$ cat src/hdl/pfc_pkg.sv
`timescale 1ns / 1ps

package pfc_pkg;

    localparam int OBJ_W   = 32;
    localparam int IDX_W   = 6;
    localparam int DIST_W  = 18;
    localparam int LIMIT_W = 7;

    localparam logic [LIMIT_W-1:0] LIMIT_RESET = 7'd64;
    localparam logic [OBJ_W-1:0]   OBJ_MAX     = 32'h7FFF_FFFF;
    localparam logic [OBJ_W-1:0]   SIGN_FLIP   = 32'h8000_0000;
    localparam logic [DIST_W-1:0]  DIST_MAX    = 18'h3FFFF;

    // input request: one point
    typedef struct packed {
        logic signed [OBJ_W-1:0] objective_one;
        logic signed [OBJ_W-1:0] objective_two;
        logic                    infeasible;
        logic                    last_point;
    } t_in_req;

    // output request: one front point
    typedef struct packed {
        logic [IDX_W-1:0]        point_index;
        logic signed [OBJ_W-1:0] out_objective_one;
        logic signed [OBJ_W-1:0] out_objective_two;
        logic [DIST_W-1:0]       crowding;
        logic                    boundary;
        logic                    last_result;
    } t_out_req;

    // stored objective pair
    typedef struct packed {
        logic signed [OBJ_W-1:0] o1;
        logic signed [OBJ_W-1:0] o2;
    } t_pt;

    // distance store entry
    typedef struct packed {
        logic              bnd;
        logic [DIST_W-1:0] acc;
    } t_dist;

    // divider handshake
    typedef struct packed {
        logic start;
        logic done;
    } t_div_ctl;

    typedef enum logic [4:0] {
        ST_LOAD,
        ST_DOM_RDI,
        ST_DOM_LDI,
        ST_DOM_RDJ,
        ST_DOM_CMP,
        ST_DOM_END,
        ST_RNK_RDA,
        ST_RNK_LDA,
        ST_RNK_RDB,
        ST_RNK_CMP,
        ST_RNK_END,
        ST_CRW_RDLO,
        ST_CRW_LDLO,
        ST_CRW_LDHI,
        ST_CRW_B0,
        ST_CRW_B0W,
        ST_CRW_B1,
        ST_CRW_B1W,
        ST_CRW_RDP,
        ST_CRW_LDP,
        ST_CRW_LDN,
        ST_CRW_LDC,
        ST_CRW_DIV,
        ST_CRW_DRD,
        ST_CRW_DWR,
        ST_EMT_RD,
        ST_EMT_RD2,
        ST_EMT_OUT,
        ST_EMT_WAIT
    } t_state;

endpackage

$ cat src/hdl/pfc_div.sv
`timescale 1ns / 1ps

// Restoring divider: quotient = floor((diff << FRACTION_BITS) / range),
// with diff <= range, one quotient bit per cycle.
module pfc_div
    import pfc_pkg::*;
#(
    parameter int FRACTION_BITS = 16
) (
    input  logic                     i_clk,
    input  logic                     i_rst_n,
    input  t_div_ctl                 i_ctl,
    input  logic [OBJ_W-1:0]         i_diff,
    input  logic [OBJ_W-1:0]         i_range,
    output t_div_ctl                 o_ctl,
    output logic [FRACTION_BITS:0]   o_quot
);

    localparam int CNT_W = $clog2(FRACTION_BITS + 1);

    logic                   r_busy, n_busy;
    logic                   r_done, n_done;
    logic [CNT_W-1:0]       r_cnt, n_cnt;
    logic [OBJ_W:0]         r_rem, n_rem;
    logic [FRACTION_BITS:0] r_q, n_q;
    logic [OBJ_W:0]         w_cand;
    logic                   w_ge;

    // first step compares without a shift
    assign w_cand = (r_cnt == '0) ? r_rem : {r_rem[OBJ_W-1:0], 1'b0};
    assign w_ge   = w_cand >= {1'b0, i_range};

    always_comb begin
        n_busy = r_busy;
        n_done = 1'b0;
        n_cnt  = r_cnt;
        n_rem  = r_rem;
        n_q    = r_q;
        if (i_ctl.start) begin
            n_busy = 1'b1;
            n_cnt  = '0;
            n_rem  = {1'b0, i_diff};
        end else if (r_busy) begin
            n_rem = w_ge ? (w_cand - {1'b0, i_range}) : w_cand;
            n_q   = {r_q[FRACTION_BITS-1:0], w_ge};
            n_cnt = r_cnt + 1'b1;
            if (r_cnt == CNT_W'(FRACTION_BITS)) begin
                n_busy = 1'b0;
                n_done = 1'b1;
            end
        end
    end

    always_ff @(posedge i_clk) begin
        if (!i_rst_n) begin
            r_busy <= 1'b0;
            r_done <= 1'b0;
        end else begin
            r_busy <= n_busy;
            r_done <= n_done;
        end
        r_cnt <= n_cnt;
        r_rem <= n_rem;
        r_q   <= n_q;
    end

    assign o_ctl.start = 1'b0;
    assign o_ctl.done  = r_done;
    assign o_quot      = r_q;

endmodule

$ cat config.mk
export PLATFORM = sky130hd
export DESIGN_NAME = pfc_div
export DESIGN_NICKNAME = d
export VERILOG_FILES = /design/src/hdl/pfc_pkg.sv /design/src/hdl/pfc_div.sv
export SDC_FILE = /design/constraint.sdc
export NUM_CORES = 1
export LEC_CHECK = 0
export CELL_PAD_IN_SITES_DETAIL_PLACEMENT = 0
export CELL_PAD_IN_SITES_GLOBAL_PLACEMENT = 1
export CORE_ASPECT_RATIO = 1.4
export CORE_MARGIN = 2
export CORE_UTILIZATION = 50
export CTS_BUF_LIST = sky130_fd_sc_hd__clkbuf_16
export DETAILED_ROUTE_END_ITERATION = 8
export DONT_BUFFER_PORTS = 1
export PLACE_DENSITY = 0.79
export SETUP_SLACK_MARGIN = 0.15
export SLEW_MARGIN = 0
export SYNTH_ARGS = -nofsm -noshare
export SYNTH_HDL_FRONTEND = slang
export SYNTH_SLANG_ARGS = --single-unit
$ cat constraint.sdc
create_clock -name i_clk -period 5.64 [get_ports i_clk]
set_input_delay 0.564 -clock i_clk [delete_from_list [all_inputs] [get_ports i_clk]]
set_output_delay 0.564 -clock i_clk [all_outputs]
set_load 0.02 [all_outputs]
==> results summary <==
The die height came out at ~120 um. The top achievable clock speed came out at 210 MHz. In this run the power density over the cells is 548 nW/um2. Once the floorplan was initialized, standard cells occupied between 50% and 60% of the core. The maximum VDD drop is 0.230 mV. The die footprint is 11100 um2. The number of cells upsized or downsized after cts is 0. The number of input and output port buffers inserted is 0. The total setup buffers inserted after CTS came out at 0.

Summed over all cells, the static leakage comes to 2.20 nW. The post-detailed-route wirelength per cell came out at 18.1 um. The number of endpoints failing setup at the final stage is 0. The count of state elements after synthesis came out at 57. Global routing used 22.9% of the available tracks.

Clock latency on the worst-skew pair, taken at its later pin, is between 0.3 and 0.4 ns. Across the run, the number of max-cap violations was 0. The net count after synthesis came out at 653. The DRC violation count after routing is 0. The detailed placer's ending HPWL came out at 8830 um. The initial antenna violation count came to 0.

The count of hold buffers inserted by post-cts repair is 0. The run finished with clean final reports. The number of design-rule violations left by the first detailed-router iteration is ~180. The placement row count came out at between 40 and 50. 87 I/O pins were placed. The sequential-to-total area share from yosys stat is 31.8%. The aggregate negative setup slack is 0 ns. In the finished design, the share of the clock period the worst path needs comes to a little over four fifths. The largest total area in the synthesized netlist belongs to sky130_fd_sc_hd__edfxtp_1. The required time of the worst setup path is 5.72 ns. The cell sitting at the root of the clock tree is a sky130_fd_sc_hd__clkbuf_16. The via count of the first global-routing pass came to 3986. The final worst-path setup slack came out at 0.880 ns. The via count normalized by instance count came out at 5.87. The element type at the critical path end is a register. The post-synthesis cell area came out at 5130 um2. The first-pass GRT wire length came out at 19400 um. Summed over all layers, the global routing overflow is 0. Measured on the finished design, the core utilization comes to 54.2%. The synthesized instance count is 550. The number of warnings printed during yosys synthesis came out at 0. The net count of the finished layout is 637. After clock tree synthesis, the clock-pin slew on the worst setup and hold paths is 0.06 ns. Walking the worst path, the cells encountered are inv_1 > ha_1 > nor4b_4 > buf_4 > mux2_2 > ha_1 > o21ai_1 > a21oi_2 > o31ai_1 > nand4_1 > a41oi_4 > o21a_4 > inv_4 > mux2_4 > mux2_2.

The clock skew came out at between 0.009 and 0.01 ns. Data arrives at the worst endpoint at approximately 4.8 ns. Of all flip-flops after synthesis, the portion carrying an async set or reset was 0%.

The final estimated routing congestion in global placement came out at 0.846. The standard cell core area came out at 9950 um2. The area added between synthesis and finish came out at 5.10%. Along the worst hold path, the cell count comes to 1. Setup repair after global routing left no endpoint under its margin. Yosys mapped a number of flops with a built-in enable equal to between 40 and 50. The highest cell delay on the worst timing path came out at 0.45 ns. The final antenna-violating net count is 0.

The number of buffers inserted during clock tree synthesis came out at 9. The number of sinks driven by the clock tree came out at 57. The startpoint-to-endpoint class of the critical path is reg -> reg. The most used flip-flop cell after synthesis is sky130_fd_sc_hd__edfxtp_1. The average instance area after synthesis is 9.33 um2. The max-slew violation count came out at 0. Measured against its own limit, the worst slew margin works out to 38.1%.

The maximum buffer depth of the clock tree came out at 2. The total power consumption of the routed design is 2.95 mW. Summed over its instances, the top area cell type makes up between 20% and 30% of the synthesized netlist area. The x dimension of the die is 89.6 um.

The count of endpoints failing hold in the final timing report is 0. In this run the worst hold path is classified as in -> reg. The worst setup path is launched from a register. The worst slack after detailed placement is roughly 0.86 ns. The clock tree synthesis step divided the H-tree into 3 levels. The minimum clock period after layout is 4.76 ns. TritonCTS built the clock tree. The slowest stage of the critical path belongs to the cell sky130_fd_sc_hd__buf_4. Of all nets on the critical path, the largest fanout is 33. The slew at the pin closest to its max-slew limit came out at 0.924 ns.

For the worst flop-to-flop path, the logic depth is 15. The number of iterations in the first detailed-routing pass is 4. Yosys attributes the largest share of cell area to sky130_fd_sc_hd__edfxtp_1, sky130_fd_sc_hd__ha_1, sky130_fd_sc_hd__mux2_2. The total wire length after detailed routing is 12200 um. The number of fill cells in the layout is 929.

Entering global routing, the biggest net connects 40 pins. The distinct cell type count after synthesis came out at between 70 and 80. The routed layout has about 4000 vias. The final hold slack came out at approximately 0.30 ns. The fraction of layout instances using a drive strength above 1 came out at 14.1%.
==> path summary, 6_finish.rpt <==
check | end | start | slack, ns
worst max-delay path | r_rem[13]$_DFFE_PP_ | r_cnt[0]$_SDFFE_PP0P_ | 0.88
worst min-delay path | r_cnt[3]$_SDFFE_PP0P_ | i_ctl[1] | 0.30
worst max register to register | r_rem[13]$_DFFE_PP_ | r_cnt[0]$_SDFFE_PP0P_ | 0.88
worst min register to register | r_rem[32]$_SDFFE_PP0P_ | r_rem[32]$_SDFFE_PP0P_ | 0.52
==> sequential cells by signal, summed over array words and instances (netlist names) <==
signal  flops
r_done      1
o_quot     17
r_rem      33
r_cnt       5
r_busy      1
==> area by class of cell <==
| type | instances | area, um2 | share of cell area (%) |
|---|---|---|---|
| Sequential cell | 57 | 1630 | 30.3 |
| Timing Repair Buffer | 2 | 15.0 | 0.278 |
| Multi-Input combinational cell | 420 | 3080 | 57.1 |
| Antenna cell | 1 | 2.50 | 0.0464 |
| Clock buffer | 9 | 225 | 4.18 |
| Tap cell | 135 | 169 | 3.13 |
| Clock inverter | 7 | 104 | 1.93 |
| Inverter | 44 | 168 | 3.11 |
==> through the flow <==
stage               instance area (um2)  instances
floorplan                          5130        550
global placement                   5060        658
detailed placement                 5060        658
CTS                                5390        674
global route                       5390        674
finish                             5390        675
==> cells in the mapped netlist (4+ instances only) <==
cell type	n
sky130_fd_sc_hd__nor2b_1	7
sky130_fd_sc_hd__nor3_1	8
sky130_fd_sc_hd__a31oi_1	8
sky130_fd_sc_hd__edfxtp_1	49
sky130_fd_sc_hd__o21ai_0	24
sky130_fd_sc_hd__nand2b_1	6
sky130_fd_sc_hd__clkbuf_1	6
sky130_fd_sc_hd__o31a_1	4
sky130_fd_sc_hd__nand2_1	35
sky130_fd_sc_hd__nand3_1	9
sky130_fd_sc_hd__nor2_1	46
sky130_fd_sc_hd__xnor2_1	18
sky130_fd_sc_hd__o211ai_1	8
sky130_fd_sc_hd__inv_1	43
sky130_fd_sc_hd__buf_4	4
sky130_fd_sc_hd__mux2_2	33
sky130_fd_sc_hd__a21o_1	9
sky130_fd_sc_hd__mux2i_1	18
sky130_fd_sc_hd__buf_6	7
sky130_fd_sc_hd__a21boi_0	4
sky130_fd_sc_hd__o21a_1	5
sky130_fd_sc_hd__xor2_1	8
sky130_fd_sc_hd__a221o_1	8
sky130_fd_sc_hd__dfxtp_1	8
sky130_fd_sc_hd__ha_1	34
sky130_fd_sc_hd__a21oi_1	46
sky130_fd_sc_hd__nand4_1	13
sky130_fd_sc_hd__and3_1	10
==> layer usage <==
layer / part of all wire, % / GRT usage, %
met1: 42 / 26.8
met2: 51 / 40.6
met3: 5.1 / 4.17
met4: 1.8 / 8.30
met5: 0 / 0
==> layout by cell type, fill, tap and decap left out, drive strengths merged, types with 4 or more instances in the layout <==
master and n:
nor2 47, o31a 4, a21boi 4, nand2b 6, nor2b 7, inv 45, and3 13, mux2 34
o21ai 27, o21a 6, dfxtp 8, a221o 8, nor3 8, a21oi 48, a21o 10, nand4 14
mux2i 18, ha 34, and2 4, clkinv 4, edfxtp 49, nand2 36, nand3 9, xnor2 18
a31oi 8, xor2 8, clkbuf 9, o211ai 8
==> critical path, delay by kind of cell (launching register included) <==
kind,cells,cell delay (ns)
AOI/OAI and AO/OA,5,1.41
adders and majority gates,2,0.53
buffers and inverters,3,0.75
DFF,1,0.34
muxes,3,1.02
and+or+nand+nor,2,0.47
==> cell families (layout without fill, tap and decap cells) <==
family                   count (synthesis)  in the layout  synth area share [%]
multiplexers                            52             52                  11.0
other                                    1              2                0.0731
AND/OR/NAND/NOR                        158            158                  16.1
buffers and inverters                   73             62                  8.27
flip-flops                              57             57                  31.8
adder cells (fa/ha/maj)                 35             35                  8.68
AO/OA/AOI/OAI                          148            148                  19.6
XOR/XNOR                                26             26                  4.44
==> report_power, final <==
| group | internal, mW | total [mW] | switching [mW] | leakage (nW) |
|---|---|---|---|---|
| clock network | 0.391 | 0.614 | 0.223 | 0.160 |
| logic | 0.733 | 1.69 | 0.962 | 1.49 |
| registers | 0.592 | 0.646 | 0.0544 | 0.543 |
| total | 1.72 | 2.95 | 1.24 | 2.20 |
No activity file was read; power rests on OpenSTA's default activity.
